--- src/rtl/drp_pkg.sv ---
`timescale 1ns / 1ps
// Shared types, constants and helper functions for the deflection router permuter.
// No dependencies; every other file in rtl/ imports this package.
package drp_pkg;

   // Flit word layout: bit0 valid, bits3:1 direction, flit number, packet id
   localparam int FLIT_NUM_BITS = 8;
   localparam int PKT_ID_BITS   = 16;
   localparam int DIR_LSB       = 1;
   localparam int FNUM_LSB      = 4;
   localparam int PKT_LSB       = FNUM_LSB + FLIT_NUM_BITS;
   localparam int FLIT_BITS     = PKT_LSB + PKT_ID_BITS;
   localparam int NETWORK_PORTS = 4;
   localparam int PORT_IDX_BITS = $clog2(NETWORK_PORTS);
   localparam int DEFL_BITS     = $clog2(NETWORK_PORTS + 1);

   // Configuration registers
   localparam int CSR_DATA_BITS = 32;
   localparam int CSR_ADDR_BITS = 4;
   localparam int CFG_BITS      = 16;
   localparam int CYCLE_BITS    = CFG_BITS + 1;

   typedef logic [FLIT_BITS-1:0]     flit_type;
   typedef logic [2:0]               dir_type;
   typedef logic [FLIT_NUM_BITS-1:0] fnum_type;
   typedef logic [PKT_ID_BITS-1:0]   pkt_type;
   typedef logic [CFG_BITS-1:0]      cfg_type;
   typedef logic [1:0]               csr_idx_type;

   // Registered flit slot: packed word plus golden mark
   typedef struct packed {
      logic     gold;
      flit_type word;
   } slot_type;

   // Direction codes
   localparam dir_type DIR_XP    = 3'd0;
   localparam dir_type DIR_XM    = 3'd1;
   localparam dir_type DIR_YP    = 3'd2;
   localparam dir_type DIR_YM    = 3'd3;
   localparam dir_type DIR_LOCAL = 3'd4;

   // Desired direction of each permuter output (north, south, east, west)
   localparam dir_type WANT_DIR [NETWORK_PORTS] = '{DIR_YP, DIR_YM, DIR_XP, DIR_XM};

   // Register indexes (byte address = 4 * index)
   localparam csr_idx_type CSR_EPOCH_LENGTH = 2'd0;
   localparam csr_idx_type CSR_MAX_INJECT   = 2'd1;
   localparam csr_idx_type CSR_LFSR_SEED    = 2'd2;

   // Reset values
   localparam cfg_type EPOCH_LENGTH_RST = 16'd132;
   localparam cfg_type MAX_INJECT_RST   = 16'd65535;
   localparam cfg_type LFSR_SEED_RST    = 16'd1;
   localparam pkt_type GOLDEN_ID_RST    = 16'd1;

   function automatic dir_type dir_of(flit_type w);
      return w[DIR_LSB +: 3];
   endfunction

   function automatic fnum_type fnum_of(flit_type w);
      return w[FNUM_LSB +: FLIT_NUM_BITS];
   endfunction

   function automatic pkt_type pkt_of(flit_type w);
      return w[PKT_LSB +: PKT_ID_BITS];
   endfunction

   // x^16+x^14+x^13+x^11+1, shifting right
   function automatic cfg_type lfsr_step(cfg_type l);
      logic fb;
      fb = l[0] ^ l[2] ^ l[3] ^ l[5];
      return {fb, l[CFG_BITS-1:1]};
   endfunction

   // A tie between two plain present flits takes a random bit
   function automatic logic pick_draws(slot_type a, slot_type b);
      logic va, vb;
      va = a.word[0];
      vb = b.word[0];
      return va && vb && !a.gold && !b.gold;
   endfunction

   // Winner of two flits: 0 selects a, 1 selects b
   function automatic logic pick_sel(slot_type a, slot_type b, logic rbit);
      logic va, vb, ga, gb, w;
      va = a.word[0];
      vb = b.word[0];
      ga = va && a.gold;
      gb = vb && b.gold;
      if (ga && gb)   w = (fnum_of(b.word) < fnum_of(a.word));
      else if (ga)    w = 1'b0;
      else if (gb)    w = 1'b1;
      else if (!vb)   w = 1'b0;
      else if (!va)   w = 1'b1;
      else            w = rbit;
      return w;
   endfunction

   // Output half a flit wants in the given permuter stage
   function automatic logic steer(flit_type w, logic second);
      dir_type d;
      d = dir_of(w);
      if (!second) return (d == DIR_XP) || (d == DIR_XM);
      return (d == DIR_YM) || (d == DIR_XM);
   endfunction

   // 2x2 permuter: swap the pair when the winner wants the other output
   function automatic logic perm_swap(slot_type a, slot_type b, logic second, logic rbit);
      logic w, p0, p1;
      w  = pick_sel(a, b, rbit);
      p0 = a.word[0] ? steer(a.word, second) : 1'b0;
      p1 = b.word[0] ? steer(b.word, second) : 1'b1;
      if (!a.word[0] && !b.word[0]) return 1'b0;
      return (!w && p0) || (w && !p1);
   endfunction

endpackage

--- src/rtl/drp_req_if.sv ---
`timescale 1ns / 1ps
// Transaction channels of the deflection router permuter: arrivals in, results out.
// Depends on drp_pkg for the flit type.
interface drp_req_if;
   import drp_pkg::*;

   logic     valid;
   logic     ready;
   flit_type in_slot_1;
   flit_type in_slot_2;
   flit_type in_slot_3;
   flit_type in_slot_4;
   flit_type inject_word;

   modport source (output valid, in_slot_1, in_slot_2, in_slot_3, in_slot_4, inject_word,
                   input ready);
   modport sink (input valid, in_slot_1, in_slot_2, in_slot_3, in_slot_4, inject_word,
                 output ready);
endinterface

interface drp_rsp_if;
   import drp_pkg::*;

   logic                 valid;
   logic                 ready;
   flit_type             north_flit;
   flit_type             south_flit;
   flit_type             east_flit;
   flit_type             west_flit;
   flit_type             eject_flit;
   logic [DEFL_BITS-1:0] deflections;
   logic                 inject_stop;
   logic                 inject_dropped;

   modport source (output valid, north_flit, south_flit, east_flit, west_flit, eject_flit,
                   deflections, inject_stop, inject_dropped,
                   input ready);
   modport sink (input valid, north_flit, south_flit, east_flit, west_flit, eject_flit,
                 deflections, inject_stop, inject_dropped,
                 output ready);
endinterface

--- src/rtl/deflection_router_permuter_core.sv ---
`timescale 1ns / 1ps
// Bufferless deflection router permuter: ejection, injection queue, golden epoch,
// two-stage permuter network. Depends on drp_pkg and drp_req_if.sv interfaces.
//
// Usage:
//  - req_if carries one router cycle per transaction: four arriving link flits and
//    one local flit offered for injection. rsp_if returns one transaction per
//    request: the four link outputs, the ejected flit, the deflection count and
//    the injection queue flags.
//  - The link outputs of a request come from the flits registered by the
//    previous request; the arrivals of this request are ejected, topped up from
//    the queue and held in the stage registers for the next one.
//  - The response is registered: a request accepted at an edge shows its
//    response from that edge on. One request per cycle is sustained while
//    responses are taken; the step is one combinational pass between the stage
//    and response registers, through up to seven chained LFSR tie-break draws.
//  - req_if.ready is low only while a response is held and rsp_if.ready is low;
//    a stalled response holds and no state moves until it is taken.
//  - Reset (synchronous) empties the stage slots and the injection queue, sets
//    golden id to one, epoch phase to zero and loads the registers with their
//    defaults. No clearing pass is needed.
//  - csr_*: APB-style port, epoch_length at 0x0, max_inject at 0x4, lfsr_seed at
//    0x8. Writing lfsr_seed reloads the generator (zero loads one). Write only
//    while no response is outstanding.
module deflection_router_permuter_core #(
   parameter int INJ_QUEUE_DEPTH = 8
) (
   input  logic                                  clock,
   input  logic                                  reset,
   drp_req_if.sink                               req_if,
   drp_rsp_if.source                             rsp_if,
   input  logic                                  csr_psel,
   input  logic                                  csr_penable,
   input  logic                                  csr_pwrite,
   input  logic [drp_pkg::CSR_ADDR_BITS-1:0]     csr_paddr,
   input  logic [drp_pkg::CSR_DATA_BITS-1:0]     csr_pwdata,
   output logic [drp_pkg::CSR_DATA_BITS-1:0]     csr_prdata,
   output logic                                  csr_pready
);
   import drp_pkg::*;

   localparam int QCNT_BITS = $clog2(INJ_QUEUE_DEPTH + 1);

   // Configuration registers
   cfg_type epoch_length_ff;
   cfg_type max_inject_ff;
   cfg_type lfsr_seed_ff;

   // Router state
   slot_type                stage_ff [NETWORK_PORTS];
   slot_type                stage_in [NETWORK_PORTS];
   flit_type                queue_ff [INJ_QUEUE_DEPTH];
   flit_type                queue_in [INJ_QUEUE_DEPTH];
   flit_type                queue_shift [INJ_QUEUE_DEPTH];
   logic [QCNT_BITS-1:0]    qcount_ff;
   logic [QCNT_BITS-1:0]    qcount_in;
   pkt_type                 golden_ff;
   pkt_type                 golden_in;
   logic [CYCLE_BITS-1:0]   cycle_ff;
   logic [CYCLE_BITS-1:0]   cycle_in;
   cfg_type                 lfsr_ff;
   cfg_type                 lfsr_in;

   // Response register
   logic                    rsp_valid_ff;
   flit_type                link_out_ff [NETWORK_PORTS];
   flit_type                eject_ff;
   logic [DEFL_BITS-1:0]    defl_ff;
   logic                    stop_ff;
   logic                    dropped_ff;

   // Step logic
   logic                    accept;
   logic                    csr_write;
   csr_idx_type             csr_idx;
   cfg_type                 epoch;
   flit_type                in_word [NETWORK_PORTS];
   slot_type                arr [NETWORK_PORTS];
   slot_type                mid [NETWORK_PORTS];
   slot_type                net_out [NETWORK_PORTS];
   flit_type                link_out [NETWORK_PORTS];
   logic [NETWORK_PORTS-1:0] defl_bit;
   logic [DEFL_BITS-1:0]    defl_sum;
   logic [NETWORK_PORTS-1:0] want_eject;
   logic                    swap_a, swap_b, swap_c, swap_d;
   logic                    ea_ok, eb_ok, sel_ok, sel_w;
   logic [PORT_IDX_BITS-1:0] ea, eb, sel, free_idx;
   logic                    free_ok;
   slot_type                post [NETWORK_PORTS];
   flit_type                eject_word;
   cfg_type                 lfsr_walk;
   flit_type                offer, head;
   logic                    push, pop, dropped;
   logic [QCNT_BITS-1:0]    qcount_push;

   assign accept    = req_if.valid && req_if.ready;
   assign req_if.ready = !rsp_valid_ff || rsp_if.ready;
   assign csr_pready = 1'b1;
   assign csr_write = csr_psel && csr_penable && csr_pwrite && csr_pready;
   assign csr_idx   = csr_paddr[3:2];

   // Register readback
   always_comb begin
      csr_prdata = '0;
      case (csr_idx)
         CSR_EPOCH_LENGTH: csr_prdata = CSR_DATA_BITS'(epoch_length_ff);
         CSR_MAX_INJECT:   csr_prdata = CSR_DATA_BITS'(max_inject_ff);
         CSR_LFSR_SEED:    csr_prdata = CSR_DATA_BITS'(lfsr_seed_ff);
         default:          csr_prdata = '0;
      endcase
   end

   // Golden epoch advance
   always_comb begin
      epoch = (epoch_length_ff == '0) ? cfg_type'(1) : epoch_length_ff;
      if (cycle_ff >= {1'b0, epoch}) begin
         golden_in = (golden_ff >= max_inject_ff) ? pkt_type'(1) : golden_ff + pkt_type'(1);
         cycle_in  = CYCLE_BITS'(1);
      end else begin
         golden_in = golden_ff;
         cycle_in  = cycle_ff + CYCLE_BITS'(1);
      end
   end

   // Arrivals, marked golden against the new golden id
   assign in_word[0] = req_if.in_slot_1;
   assign in_word[1] = req_if.in_slot_2;
   assign in_word[2] = req_if.in_slot_3;
   assign in_word[3] = req_if.in_slot_4;

   always_comb begin
      for (int k = 0; k < NETWORK_PORTS; k++) begin
         arr[k].word   = in_word[k][0] ? in_word[k] : '0;
         arr[k].gold   = in_word[k][0] && (pkt_of(in_word[k]) == golden_in);
         want_eject[k] = in_word[k][0] && (dir_of(in_word[k]) == DIR_LOCAL);
      end
   end

   // Permuter network on the stored flits, then the ejection tree;
   // tie-break draws are taken from the LFSR in this fixed order
   always_comb begin
      lfsr_walk = lfsr_ff;

      // stage one: (slot 4, slot 2) and (slot 3, slot 1)
      swap_a = perm_swap(stage_ff[3], stage_ff[1], 1'b0, lfsr_walk[0]);
      if (pick_draws(stage_ff[3], stage_ff[1])) lfsr_walk = lfsr_step(lfsr_walk);
      mid[0] = swap_a ? stage_ff[1] : stage_ff[3];
      mid[1] = swap_a ? stage_ff[3] : stage_ff[1];

      swap_b = perm_swap(stage_ff[2], stage_ff[0], 1'b0, lfsr_walk[0]);
      if (pick_draws(stage_ff[2], stage_ff[0])) lfsr_walk = lfsr_step(lfsr_walk);
      mid[2] = swap_b ? stage_ff[0] : stage_ff[2];
      mid[3] = swap_b ? stage_ff[2] : stage_ff[0];

      // stage two
      swap_c = perm_swap(mid[0], mid[2], 1'b1, lfsr_walk[0]);
      if (pick_draws(mid[0], mid[2])) lfsr_walk = lfsr_step(lfsr_walk);
      net_out[0] = swap_c ? mid[2] : mid[0];
      net_out[1] = swap_c ? mid[0] : mid[2];

      swap_d = perm_swap(mid[1], mid[3], 1'b1, lfsr_walk[0]);
      if (pick_draws(mid[1], mid[3])) lfsr_walk = lfsr_step(lfsr_walk);
      net_out[2] = swap_d ? mid[3] : mid[1];
      net_out[3] = swap_d ? mid[1] : mid[3];

      // ejection: pairwise winners, then the final pick
      ea_ok = want_eject[0] || want_eject[1];
      ea    = want_eject[0] ? PORT_IDX_BITS'(0) : PORT_IDX_BITS'(1);
      if (want_eject[0] && want_eject[1]) begin
         ea = pick_sel(arr[0], arr[1], lfsr_walk[0]) ? PORT_IDX_BITS'(1) : PORT_IDX_BITS'(0);
         if (pick_draws(arr[0], arr[1])) lfsr_walk = lfsr_step(lfsr_walk);
      end

      eb_ok = want_eject[2] || want_eject[3];
      eb    = want_eject[2] ? PORT_IDX_BITS'(2) : PORT_IDX_BITS'(3);
      if (want_eject[2] && want_eject[3]) begin
         eb = pick_sel(arr[2], arr[3], lfsr_walk[0]) ? PORT_IDX_BITS'(3) : PORT_IDX_BITS'(2);
         if (pick_draws(arr[2], arr[3])) lfsr_walk = lfsr_step(lfsr_walk);
      end

      sel_ok = ea_ok || eb_ok;
      sel    = ea_ok ? ea : eb;
      sel_w  = 1'b0;
      if (ea_ok && eb_ok) begin
         sel_w = pick_sel(arr[ea], arr[eb], lfsr_walk[0]);
         if (pick_draws(arr[ea], arr[eb])) lfsr_walk = lfsr_step(lfsr_walk);
         sel = sel_w ? eb : ea;
      end

      lfsr_in = lfsr_walk;
   end

   // Link outputs and deflection count
   always_comb begin
      defl_sum = '0;
      for (int k = 0; k < NETWORK_PORTS; k++) begin
         link_out[k] = net_out[k].word[0] ? net_out[k].word : '0;
         defl_bit[k] = net_out[k].word[0] && (dir_of(net_out[k].word) != WANT_DIR[k]);
         defl_sum    = defl_sum + DEFL_BITS'(defl_bit[k]);
      end
   end

   // Remove the ejected flit, find the lowest free slot
   always_comb begin
      eject_word = sel_ok ? arr[sel].word : '0;
      free_ok    = 1'b0;
      free_idx   = '0;
      for (int k = 0; k < NETWORK_PORTS; k++) begin
         post[k] = arr[k];
         if (sel_ok && (sel == PORT_IDX_BITS'(k))) post[k] = '0;
      end
      for (int k = NETWORK_PORTS - 1; k >= 0; k--) begin
         if (!post[k].word[0]) begin
            free_ok  = 1'b1;
            free_idx = PORT_IDX_BITS'(k);
         end
      end
   end

   // Injection queue: push the offered flit, inject the head into a free slot
   assign offer       = req_if.inject_word;
   assign push        = offer[0] && (qcount_ff < QCNT_BITS'(INJ_QUEUE_DEPTH));
   assign dropped     = offer[0] && !push;
   assign qcount_push = qcount_ff + QCNT_BITS'(push);
   assign pop         = (qcount_push != '0) && free_ok;
   assign head        = (qcount_ff == '0) ? offer : queue_ff[0];
   assign qcount_in   = qcount_push - QCNT_BITS'(pop);

   always_comb begin
      for (int i = 0; i < INJ_QUEUE_DEPTH - 1; i++) begin
         queue_shift[i] = queue_ff[i+1];
      end
      queue_shift[INJ_QUEUE_DEPTH-1] = queue_ff[INJ_QUEUE_DEPTH-1];
      for (int i = 0; i < INJ_QUEUE_DEPTH; i++) begin
         queue_in[i] = pop ? queue_shift[i] : queue_ff[i];
         if (push && pop && (QCNT_BITS'(i + 1) == qcount_ff)) queue_in[i] = offer;
         if (push && !pop && (QCNT_BITS'(i) == qcount_ff))    queue_in[i] = offer;
      end
   end

   always_comb begin
      for (int k = 0; k < NETWORK_PORTS; k++) begin
         stage_in[k] = post[k];
         if (pop && (free_idx == PORT_IDX_BITS'(k))) begin
            stage_in[k].word = head | FLIT_BITS'(1);
            stage_in[k].gold = (pkt_of(head) == golden_in);
         end
      end
   end

   // Configuration and router state
   always_ff @(posedge clock) begin
      if (reset) begin
         epoch_length_ff <= EPOCH_LENGTH_RST;
         max_inject_ff   <= MAX_INJECT_RST;
         lfsr_seed_ff    <= LFSR_SEED_RST;
         lfsr_ff         <= LFSR_SEED_RST;
         golden_ff       <= GOLDEN_ID_RST;
         cycle_ff        <= '0;
         qcount_ff       <= '0;
         for (int k = 0; k < NETWORK_PORTS; k++) stage_ff[k] <= '0;
      end else begin
         if (accept) begin
            golden_ff <= golden_in;
            cycle_ff  <= cycle_in;
            qcount_ff <= qcount_in;
            for (int k = 0; k < NETWORK_PORTS; k++) stage_ff[k] <= stage_in[k];
         end
         // a seed write reloads the generator, else it follows the draws
         if (csr_write && (csr_idx == CSR_LFSR_SEED)) begin
            lfsr_ff <= (csr_pwdata[CFG_BITS-1:0] == '0) ?
                       cfg_type'(1) : csr_pwdata[CFG_BITS-1:0];
         end else if (accept) begin
            lfsr_ff <= lfsr_in;
         end
         if (csr_write) begin
            case (csr_idx)
               CSR_EPOCH_LENGTH: epoch_length_ff <= csr_pwdata[CFG_BITS-1:0];
               CSR_MAX_INJECT:   max_inject_ff   <= csr_pwdata[CFG_BITS-1:0];
               CSR_LFSR_SEED:    lfsr_seed_ff    <= csr_pwdata[CFG_BITS-1:0];
               default: ;
            endcase
         end
      end
   end

   // Queue storage, no reset: entries at or above the count are never read
   always_ff @(posedge clock) begin
      if (accept) begin
         for (int i = 0; i < INJ_QUEUE_DEPTH; i++) queue_ff[i] <= queue_in[i];
      end
   end

   // Response register
   always_ff @(posedge clock) begin
      if (reset) begin
         rsp_valid_ff <= 1'b0;
      end else if (accept) begin
         rsp_valid_ff <= 1'b1;
      end else if (rsp_if.ready) begin
         rsp_valid_ff <= 1'b0;
      end
   end

   always_ff @(posedge clock) begin
      if (accept) begin
         for (int k = 0; k < NETWORK_PORTS; k++) link_out_ff[k] <= link_out[k];
         eject_ff   <= eject_word;
         defl_ff    <= defl_sum;
         stop_ff    <= (qcount_in != '0);
         dropped_ff <= dropped;
      end
   end

   assign rsp_if.valid          = rsp_valid_ff;
   assign rsp_if.north_flit     = link_out_ff[0];
   assign rsp_if.south_flit     = link_out_ff[1];
   assign rsp_if.east_flit      = link_out_ff[2];
   assign rsp_if.west_flit      = link_out_ff[3];
   assign rsp_if.eject_flit     = eject_ff;
   assign rsp_if.deflections    = defl_ff;
   assign rsp_if.inject_stop    = stop_ff;
   assign rsp_if.inject_dropped = dropped_ff;

endmodule

--- src/flat_wrapper.sv ---
// flat-port wrapper written by rule: the top's interface ports become plain ports
module deflection_router_permuter_core_flat import drp_pkg::*;
#(
   parameter int INJ_QUEUE_DEPTH = 8
)
  (clock, reset, csr_psel, csr_penable, csr_pwrite, csr_paddr, csr_pwdata, csr_prdata, csr_pready, req_if_valid, req_if_in_slot_1, req_if_in_slot_2, req_if_in_slot_3, req_if_in_slot_4, req_if_inject_word, req_if_ready, rsp_if_valid, rsp_if_north_flit, rsp_if_south_flit, rsp_if_east_flit, rsp_if_west_flit, rsp_if_eject_flit, rsp_if_deflections, rsp_if_inject_stop, rsp_if_inject_dropped, rsp_if_ready);
  drp_req_if req_if_i ();
  drp_rsp_if rsp_if_i ();
  input  logic clock;
  input  logic reset;
  input  logic csr_psel;
  input  logic csr_penable;
  input  logic csr_pwrite;
  input  logic [drp_pkg::CSR_ADDR_BITS-1:0] csr_paddr;
  input  logic [drp_pkg::CSR_DATA_BITS-1:0] csr_pwdata;
  output logic [drp_pkg::CSR_DATA_BITS-1:0] csr_prdata;
  output logic csr_pready;
  input wire logic [$bits(req_if_i.valid)-1:0] req_if_valid;
  input wire logic [$bits(req_if_i.in_slot_1)-1:0] req_if_in_slot_1;
  input wire logic [$bits(req_if_i.in_slot_2)-1:0] req_if_in_slot_2;
  input wire logic [$bits(req_if_i.in_slot_3)-1:0] req_if_in_slot_3;
  input wire logic [$bits(req_if_i.in_slot_4)-1:0] req_if_in_slot_4;
  input wire logic [$bits(req_if_i.inject_word)-1:0] req_if_inject_word;
  output wire logic [$bits(req_if_i.ready)-1:0] req_if_ready;
  output wire logic [$bits(rsp_if_i.valid)-1:0] rsp_if_valid;
  output wire logic [$bits(rsp_if_i.north_flit)-1:0] rsp_if_north_flit;
  output wire logic [$bits(rsp_if_i.south_flit)-1:0] rsp_if_south_flit;
  output wire logic [$bits(rsp_if_i.east_flit)-1:0] rsp_if_east_flit;
  output wire logic [$bits(rsp_if_i.west_flit)-1:0] rsp_if_west_flit;
  output wire logic [$bits(rsp_if_i.eject_flit)-1:0] rsp_if_eject_flit;
  output wire logic [$bits(rsp_if_i.deflections)-1:0] rsp_if_deflections;
  output wire logic [$bits(rsp_if_i.inject_stop)-1:0] rsp_if_inject_stop;
  output wire logic [$bits(rsp_if_i.inject_dropped)-1:0] rsp_if_inject_dropped;
  input wire logic [$bits(rsp_if_i.ready)-1:0] rsp_if_ready;
  assign req_if_i.valid = req_if_valid;
  assign req_if_i.in_slot_1 = req_if_in_slot_1;
  assign req_if_i.in_slot_2 = req_if_in_slot_2;
  assign req_if_i.in_slot_3 = req_if_in_slot_3;
  assign req_if_i.in_slot_4 = req_if_in_slot_4;
  assign req_if_i.inject_word = req_if_inject_word;
  assign req_if_ready = req_if_i.ready;
  assign rsp_if_valid = rsp_if_i.valid;
  assign rsp_if_north_flit = rsp_if_i.north_flit;
  assign rsp_if_south_flit = rsp_if_i.south_flit;
  assign rsp_if_east_flit = rsp_if_i.east_flit;
  assign rsp_if_west_flit = rsp_if_i.west_flit;
  assign rsp_if_eject_flit = rsp_if_i.eject_flit;
  assign rsp_if_deflections = rsp_if_i.deflections;
  assign rsp_if_inject_stop = rsp_if_i.inject_stop;
  assign rsp_if_inject_dropped = rsp_if_i.inject_dropped;
  assign rsp_if_i.ready = rsp_if_ready;
  deflection_router_permuter_core #(.INJ_QUEUE_DEPTH(INJ_QUEUE_DEPTH)) u_core (.clock(clock), .reset(reset), .req_if(req_if_i), .rsp_if(rsp_if_i), .csr_psel(csr_psel), .csr_penable(csr_penable), .csr_pwrite(csr_pwrite), .csr_paddr(csr_paddr), .csr_pwdata(csr_pwdata), .csr_prdata(csr_prdata), .csr_pready(csr_pready));
endmodule
--- config.mk ---
export PLATFORM = sky130hd
export DESIGN_NAME = deflection_router_permuter_core_flat
export DESIGN_NICKNAME = d
export VERILOG_FILES = /design/src/rtl/drp_pkg.sv /design/src/rtl/drp_req_if.sv /design/src/rtl/deflection_router_permuter_core.sv /design/src/flat_wrapper.sv
export SDC_FILE = /design/constraint.sdc
export NUM_CORES = 1
export LEC_CHECK = 0
export CORE_UTILIZATION = 55
export CTS_CLUSTER_DIAMETER = 40
export DETAILED_ROUTE_END_ITERATION = 10
export DONT_BUFFER_PORTS = 1
export PLACE_DENSITY = 0.74
export SKIP_LAST_GASP = 1
export SLEW_MARGIN = 15
export SYNTH_ARGS = -nofsm -noshare
export SYNTH_HDL_FRONTEND = slang
export SYNTH_SLANG_ARGS = --single-unit
--- constraint.sdc ---
create_clock -name clock -period 8.9 [get_ports clock]
set_clock_uncertainty 0.1 [all_clocks]
set_input_delay 1.78 -clock clock [delete_from_list [all_inputs] [get_ports clock]]
set_output_delay 1.78 -clock clock [all_outputs]
set_load 0.005 [all_outputs]
* After elaboration in Yosys (flattened, before gate mapping)
Memory sizes are Yosys's and may differ from the RTL's. Cells that the tools add are included.
Word-level totals: bits in read-only memories 0, bits in writable memories 452, memories kept 3, output and inout bits 180, flip-flop bits (word level) 135, bits in latches 0, word-level logic and storage cells 434, bits of input ports 183
Memory list:
- u_core.queue_ff | words 8, width 28, read ports 8, clocked after Yosys merged registers in 0, wr ports 8, RTL line deflection_router_permuter_core.sv:52 | flit_type queue_ff [INJ_QUEUE_DEPTH];
- u_core.stage_ff | words 4, width 29, read ports 4, clocked after Yosys merged registers in 0, wr ports 4, RTL line deflection_router_permuter_core.sv:50 | slot_type stage_ff [NETWORK_PORTS];
- u_core.link_out_ff | words 4, width 28, read ports 4, clocked after Yosys merged registers in 0, wr ports 4, RTL line deflection_router_permuter_core.sv:66 | flit_type link_out_ff [NETWORK_PORTS];
Cells by class: equality and inequality tests 40, order comparisons 13, shift operators 0, reductions and logical operators 169, bitwise logic cells 28, add/sub/neg operators 7, muxes and demuxes 162, divide/modulo/power cells 0, $mul 0
Operators with widths (count):
- $mux 28 | 38
- $mux 29 | 20
- $mux 16 | 16
- $bmux 29 s2 | 3
- $logic_and 1x1->1 | 102
- $eq 16x16->1 | 5
- $mux 1 | 74
- $lt 8x8->1 | 7
- $pmux 16 s3 | 1
- $logic_not 1->1 | 33
- $logic_not 16->1 | 2
- $eq 3x1->1 const B | 8
- $xor 1x1->1 | 21
- $mux 2 | 9
- $add 17x1->17 const B | 1
- $ge 17x16->1 | 1
- $mux 17 | 1
- $add 16x1->16 const B | 1
- $eq 3x4->1 const A | 4
- $ge 16x16->1 | 1
- $logic_or 1x1->1 | 16
- $eq 3x2->1 const B | 4
- $eq 3x3->1 const B | 4
- $logic_not 3->1 | 4
- 21 further kinds | 43

* Logic depth before layout (Yosys ltp)
Gate-level depths: netlist of the first run. An unclocked memory read counts as a cell.
depth in word-level cells 59, gate-level depth with buffers 34, mapped depth without buffers 28

* Worst setup path before layout of the first run
No wires, ideal clock.
path type input to register, from input req_if_in_slot_3[0], to memory u_core.stage_ff[2][12] (netlist name), data pin, arrival 7492 ps, path buffers 6, slack 1032 ps, required time 8524 ps, cell stages on the path 29, library setup time 276 ps, path through buf_1 > clkbuf_1 > clkbuf_1 > nand2_1 > ha_1 > a21o_1 > a21o_1 > a21o_1 > a21o_1 > a21o_1 > a21o_1 > a21o_1 > nor2b_1 > o31ai_1 > nor3_2 > clkbuf_1 > o21ai_0 > ha_1 > a21o_1 > a21o_1 > a21oi_1 > o21ai_1 > nor4_1 > nand4_1 > o211a_1 > buf_6 > a2111oi_4 > buf_4 > a211oi_1
RTL lines:
- start: declaration | RTL line flat_wrapper.sv:21 | input wire logic [$bits(req_if_i.in_slot_3)-1:0] req_if_in_slot_3;
- end: declaration | RTL line deflection_router_permuter_core.sv:50

==> results of run 1 <==
-- logic make-up after synthesis --
group                    Yosys count  synth area share (%)
AND/OR/NAND/NOR                 1153                  15.4
buffers and inverters            372                  4.51
adder cells (fa/ha/maj)           90                  3.28
multiplexers                     425                  13.4
XOR/XNOR                          80                  2.03
other                              2                0.0217
AO/OA/AOI/OAI                    728                  14.1
flip-flops                       579                  47.3
-- worst max-delay path: cells and delay by family, from the launching register on --
kind / cells / cell delay, ns
AO/OA/AOI/OAI: 13 / 3.11
AND/OR/NAND/NOR: 10 / 3.02
buffers and inverters: 4 / 0.71
adder cells (fa/ha/maj): 2 / 0.62
flip-flops: 1 / 0.39
-- power breakdown --
part | total, W | internal [W] | switching, W
clock | 0.00359 | 0.00228 | 0.00131
combinational | 0.00188 | 0.000705 | 0.00117
sequential | 0.00354 | 0.00339 | 0.000152
total | 0.00901 | 0.00638 | 0.00263
-- layer usage --
metal	wire length (µm)	vias up	share of wire (%)	track usage (%)
met2	52000	1233	46	55.4
met3	8530	271	7.6	5.99
met5	0	-	0	0
li1	-	12500	-	-
met1	45800	13300	41	45.1
met4	5750	0	5.1	16.8
-- state kept, by name (all words and copies together) (netlist names) --
| register | count |
|---|---|
| u_core.cycle_ff | 17 |
| u_core.epoch_length_ff | 16 |
| u_core.golden_ff | 16 |
| u_core.lfsr_ff | 16 |
| u_core.lfsr_seed_ff | 16 |
| u_core.link_out_ff | 112 |
| u_core.max_inject_ff | 16 |
| u_core.qcount_ff | 4 |
| u_core.queue_ff | 216 |
| u_core.rsp_if.deflections | 3 |
| u_core.rsp_if.eject_flit | 28 |
| u_core.rsp_if.inject_dropped | 1 |
| u_core.rsp_if.inject_stop | 1 |
| u_core.rsp_if.valid | 1 |
| u_core.stage_ff | 116 |
-- final cells by class --
cell class	count	area, µm²
Fill cell	4976	23000
Multi-Input combinational cell	2495	16900
Clock inverter	64	972
Antenna cell	1	2.50
Inverter	144	551
Sequential cell	579	16400
Clock buffer	85	2090
Tap cell	837	1050
Timing Repair Buffer	125	1060
-- layout by cell type, fill, tap and decap left out, types with 31 or more instances in the layout --
cell type / synthesis / final
sky130_fd_sc_hd__xnor2_1: 37 / 37
sky130_fd_sc_hd__o21a_1: 37 / 37
sky130_fd_sc_hd__buf_4: 21 / 115
sky130_fd_sc_hd__mux2i_1: 167 / 166
sky130_fd_sc_hd__nor3_1: 51 / 49
sky130_fd_sc_hd__inv_1: 143 / 141
sky130_fd_sc_hd__ha_1: 89 / 89
sky130_fd_sc_hd__edfxtp_1: 477 / 477
sky130_fd_sc_hd__nand3_1: 84 / 84
sky130_fd_sc_hd__nand2_1: 458 / 456
sky130_fd_sc_hd__a21oi_1: 234 / 225
sky130_fd_sc_hd__mux2_2: 254 / 254
sky130_fd_sc_hd__a211oi_1: 66 / 66
sky130_fd_sc_hd__dfxtp_1: 102 / 102
sky130_fd_sc_hd__clkbuf_16: 0 / 83
sky130_fd_sc_hd__o21ai_0: 106 / 106
sky130_fd_sc_hd__nor2b_1: 35 / 31
sky130_fd_sc_hd__o22ai_1: 44 / 44
sky130_fd_sc_hd__nor2_1: 282 / 277
sky130_fd_sc_hd__and3_1: 52 / 52
sky130_fd_sc_hd__xor2_1: 43 / 43
sky130_fd_sc_hd__o211ai_1: 37 / 37
-- worst max-delay path by stage --
stage	start	to	slack, ns	depth (start not counted)
2_1_floorplan	req_if_in_slot_3[0]	u_core.stage_ff[2][12]	1.03	29
3_3_place_gp	u_core.epoch_length_ff[15]	u_core.stage_ff[2][18]	0.76	30
3_5_place_dp	u_core.epoch_length_ff[15]	u_core.stage_ff[2][14]	0.67	29
4_1_cts	u_core.epoch_length_ff[15]	u_core.stage_ff[2][14]	0.65	29
5_1_grt	u_core.epoch_length_ff[1]	u_core.stage_ff[2][14]	0.23	31
6_report	u_core.epoch_length_ff[15]	u_core.stage_ff[2][14]	0.69	29
-- through the flow --
stage	setup WS [ns]	instance area, µm²	utilization [%]
after floorplan	1.03	34700	-
after CTS	0.651	39000	62.9
final	0.690	39000	62.9
after detailed placement	0.670	35900	58.0
after global routing	0.230	39000	62.9
after global placement	0.763	35900	58.0
==> flow_metrics.tcl, run 1 <==
set metrics [dict create \
    total_power_w 0.00901 \
    worst_hold_slack_ns 0.357 \
    worstHoldStart "u_core.lfsr_seed_ff[11]" \
    drtIter0Drc 2858 \
    clock_transition_at_the_registers_of_the_reported_paths_ns 0.05 \
    synth-seq-cells 579 \
    setup_viol 0 \
    timing.hold.worst_path_depth 2 \
    seq_total_area_yosys_pct 47.3 \
    final_cell_count_no_fill 4330 \
    ir_drop_mv 0.213 \
    final_count_of_hold_timing_violations 0 \
    startpoint_type "flop" \
    dp.final_hpwl_um 84600 \
    ios 363 \
    timing.max_cap.violations 0 \
    hold_path.class "flop to flop" \
    cts_resized 0 \
    finalCriticalPeriod_ns 8.21 \
    port_buffers 0 \
    required_ns 9.21 \
    path_class "flop to flop" \
    worst-r2r-cell-count 29 \
    crit_fanout 22 \
    groute.usage.overall_pct 34.5 \
    worst-r2r-setup-slack_ns 0.69 \
    leakage_nw 15.2 \
    rsz_0062_raised_after_global_routing "no" \
    vias_in_the_first_global_route 26200 \
    crit_slowest_cell "sky130_fd_sc_hd__or4_1" \
    tightest_slew_ns 1.13 \
    worst-endpoint-arrival_ns 8.52 \
    drtPass1Iterations 9 \
    finalSetupTns_ns 0 \
    worstSkewPairLatency_ns 0.64 \
    crit_path_frequent_cell "sky130_fd_sc_hd__o21ai_0" \
    nets 3699 \
    totalWireLength_um 112000 \
    route.detailed.drc 0 \
    drive_above_1_share_pct 17.9 \
    synth.area.top_cells "sky130_fd_sc_hd__edfxtp_1, sky130_fd_sc_hd__mux2_2, sky130_fd_sc_hd__dfxtp_1" \
    routed_wire_length_per_instance_um 25.9 \
    synthesis.area_um2 34600 \
    clock_buffers_created_by_tritoncts 81 \
    grt_pass1_wl_um 165000 \
    yosys_warnings 0 \
    synth_commonest_cells "sky130_fd_sc_hd__edfxtp_1, sky130_fd_sc_hd__nand2_1, sky130_fd_sc_hd__nor2_1" \
    placedCellCount 4180 \
    timing.final.crit_share_pct 92.2 \
    synth.top_cell.area_share_pct 41.4 \
    synthesis.area_per_instance_um2 10.1 \
    clock_tree.htree_level_count 3 \
    die_area_um2 63900 \
    power-per-cell-area_nw_per_um2 231 \
    clock.fmax_mhz 122 \
    worst_hold_path.endpoint "u_core.lfsr_seed_ff[11]" \
    timing_max_transition_violations_final 0 \
    place.gp.congestion 1.02 \
    largest_net_degree_at_the_start_of_global_routing 100 \
    relSlewSlack_pct 24.3 \
    synth_top_flop_cell "sky130_fd_sc_hd__edfxtp_1" \
    clockRootBuffer "sky130_fd_sc_hd__clkbuf_16" \
    tritoncts "done" \
    capturing_element_type_of_the_critical_path "flop" \
    postSynth.asyncResetShare_pct 0 \
    netlist.top_cell.by_area "sky130_fd_sc_hd__edfxtp_1" \
    netlist_instances 3429 \
    detail-route-antenna-nets 0 \
    die_h_um 253 \
    numClockSinks 579 \
    die_w_um 253 \
    grt_remaining_overflow 0 \
    synthMostInstantiatedCell "sky130_fd_sc_hd__edfxtp_1" \
    syn_to_final_growth_pct 12.7 \
    post-cts-setup-buffer-count 0 \
    route.vias.total 27400 \
    grt_antenna_before_repair 1 \
    floorplan.initialDensity_pct 55.8 \
    fp-row-count 91 \
    reg2reg_from "u_core.epoch_length_ff[15]" \
    synth_edf_count 477 \
    routed_via_density 6.32 \
    synth.distinct_cells 103 \
    cts-hold-fix-buffers 0 \
    run_status "finished clean" \
    cts.path.max_buffers 3 \
    max_stage_delay_ns 0.64 \
    worst_r2r_endpoint "u_core.stage_ff[2][14]" \
    design.core.area_um2 61900 \
]
(Power assumes the default switching activity.)
==> inputs of run 2 (changes only) <==
Settings changed: BUFFER_PORTS_ARGS from default to -buffer_cell sky130_fd_sc_hd__buf_2, DONT_BUFFER_PORTS 1 to default, PLACE_DENSITY 0.74 to 0.75.
==> flow_metrics.tcl, run 2 (same netlist as run 1, synthesis figures left out) <==
set metrics [dict create \
    relSlewSlack_pct 7.17 \
    drive_above_1_share_pct 24.4 \
    max_ffs_per_register 216 \
    pre_cts_ws_ns 0.470 \
    placed_area_um2 37300 \
    die_h_um 253 \
    largest_net_degree_at_the_start_of_global_routing 123 \
    grt_antenna_before_repair 8 \
    drtIter0Drc 2587 \
    crit_fanout 29 \
    clock_tree.htree_level_count 3 \
    crit_slowest_cell "sky130_fd_sc_hd__nor4_2" \
    numClockSinks 579 \
    gr-usage-met2_pct 52.0 \
    run_status "finished clean" \
    ir_drop_mv 0.207 \
    max_stage_delay_ns 1.19 \
    regMostFlops "u_core.queue_ff" \
    utilization_pct 65.2 \
    finalSetupTns_ns 0 \
    syn_to_final_growth_pct 16.7 \
    power-per-cell-area_nw_per_um2 225 \
    timing.final.crit_share_pct 96.9 \
    routed_via_density 6.12 \
    die_w_um 253 \
    p_comb_share_pct 22.5 \
    required_ns 9.22 \
    clock_buffers_created_by_tritoncts 82 \
    routed_wire_length_per_instance_um 22.9 \
    cts.path.max_buffers 3 \
    layout_top_registers "u_core.queue_ff x216, u_core.stage_ff x116, u_core.link_out_ff x112" \
    post-cts-setup-buffer-count 0 \
    grt.busiest_layer "met2" \
    seq_power_share_pct 38.7 \
    tritoncts "done" \
    groute.usage.overall_pct 32.7 \
    layout.cell_area.non_filler_um2 40400 \
    p_int_w 0.00636 \
    setup_viol 0 \
    port_buffers 327 \
    clock_transition_at_the_registers_of_the_reported_paths_ns 0.06 \
    mostFrequentLayoutCell "sky130_fd_sc_hd__edfxtp_1" \
    route.vias.total 28400 \
    globalRouteMet1Util_pct 42.4 \
    totalWireLength_um 106000 \
    vias_in_the_first_global_route 26600 \
    worst-endpoint-arrival_ns 8.94 \
    grt_pass1_wl_um 159000 \
    dp.final_hpwl_um 78900 \
    power.share.clock_pct 38.8 \
    final_count_of_hold_timing_violations 0 \
    timing.max_cap.violations 0 \
    drtPass1Iterations 9 \
    net_switching_fraction_of_the_power_pct 29.9 \
    die_area_um2 63900 \
    design.core.area_um2 61900 \
    nets 4003 \
    finalCriticalPeriod_ns 8.62 \
    startpoint_type "flop" \
    switchingPower_w 0.00272 \
    rsz_0062_raised_after_global_routing "no" \
    place.gp.congestion 1.06 \
    worstSkewPairLatency_ns 0.64 \
    use_met3_pct 5.38 \
    tightest_slew_ns 1.38 \
    timing.final.ws_setup_ns 0.279 \
    hold_path.class "flop to flop" \
    grt_remaining_overflow 0 \
    path_class "flop to flop" \
    floorplan.initialDensity_pct 55.8 \
    fp-row-count 91 \
    final_cell_count_no_fill 4646 \
    timing_max_transition_violations_final 0 \
    layout_common_cells "sky130_fd_sc_hd__edfxtp_1, sky130_fd_sc_hd__nand2_1, sky130_fd_sc_hd__buf_2, sky130_fd_sc_hd__nor2_1, sky130_fd_sc_hd__mux2_2" \
    capturing_element_type_of_the_critical_path "flop" \
    clock.fmax_mhz 116 \
    detail-route-antenna-nets 0 \
    ios 363 \
    leakage_nw 16.3 \
    route.detailed.drc 0 \
    clockRootBuffer "sky130_fd_sc_hd__clkbuf_16" \
    placedCellCount 4483 \
]
-- run 2: cell types whose count changed in the layout (fill, tap and decap cells not counted), sizes merged --
cell / previous run / this run
clkbuf: 85 / 89
inv: 163 / 166
bufinv: 18 / 15
diode: 1 / 12
clkinvlp: 6 / 5
clkinv: 21 / 20
buf: 125 / 428
-- run 2: area by class of cell --
cell class                      instances  area, µm²
Clock inverter                         62        895
Fill cell                            4925      21600
Tap cell                              837       1050
Multi-Input combinational cell       2495      16900
Antenna cell                           12       30.0
Clock buffer                           89       2110
Inverter                              144        551
Sequential cell                       579      16400
Timing Repair Buffer                  428       2470
-- run 2: final timing paths --
path                              from                      end  slack (ns)  cells past startpoint
min            u_core.lfsr_seed_ff[10]  u_core.lfsr_seed_ff[10]        0.36                      2
max          u_core.epoch_length_ff[8]    u_core.stage_ff[2][2]        0.28                     29
min reg2reg    u_core.lfsr_seed_ff[10]  u_core.lfsr_seed_ff[10]        0.36                      2
max reg2reg  u_core.epoch_length_ff[8]    u_core.stage_ff[2][2]        0.28                     29
-- run 2: critical path: cells and delay by family (launching register included) --
kind,cells,cell delay [ns]
compound gates,15,3.70
fa+ha+maj,2,0.40
buf+inv,3,0.69
flops,1,0.35
simple gates,9,3.16
-- run 2: through the flow --
step | hold slack (ns) | power (W)
detailed placement | 0.348 | 0.00556
global placement | 0.343 | 0.00550
CTS | 0.356 | 0.00908
global route | 0.371 | 0.00941
finish | 0.355 | 0.00908
floorplan | 0.336 | 0.00490
-- run 2: power groups by stage --
stage	sequential (W)	clock (W)	combinational (W)
after CTS	0.00351	0.00356	0.00202
after floorplan	0.00354	0	0.00136
after detailed placement	0.00356	0	0.00200
after global placement	0.00355	0	0.00196
after global routing	0.00354	0.00367	0.00221
final	0.00351	0.00352	0.00205
-- run 2: what timing repair did --
item,CTS,global route
resized for setup,0,1
hold buffers,0,0
endpoints found under the setup margin,0,27
-- run 2: metal layers --
layer	vias to the layer above	wire length [µm]
li1	13200	-
met1	13500	42600
met2	1381	48700
met3	314	8730
met4	6	6350
met5	-	38
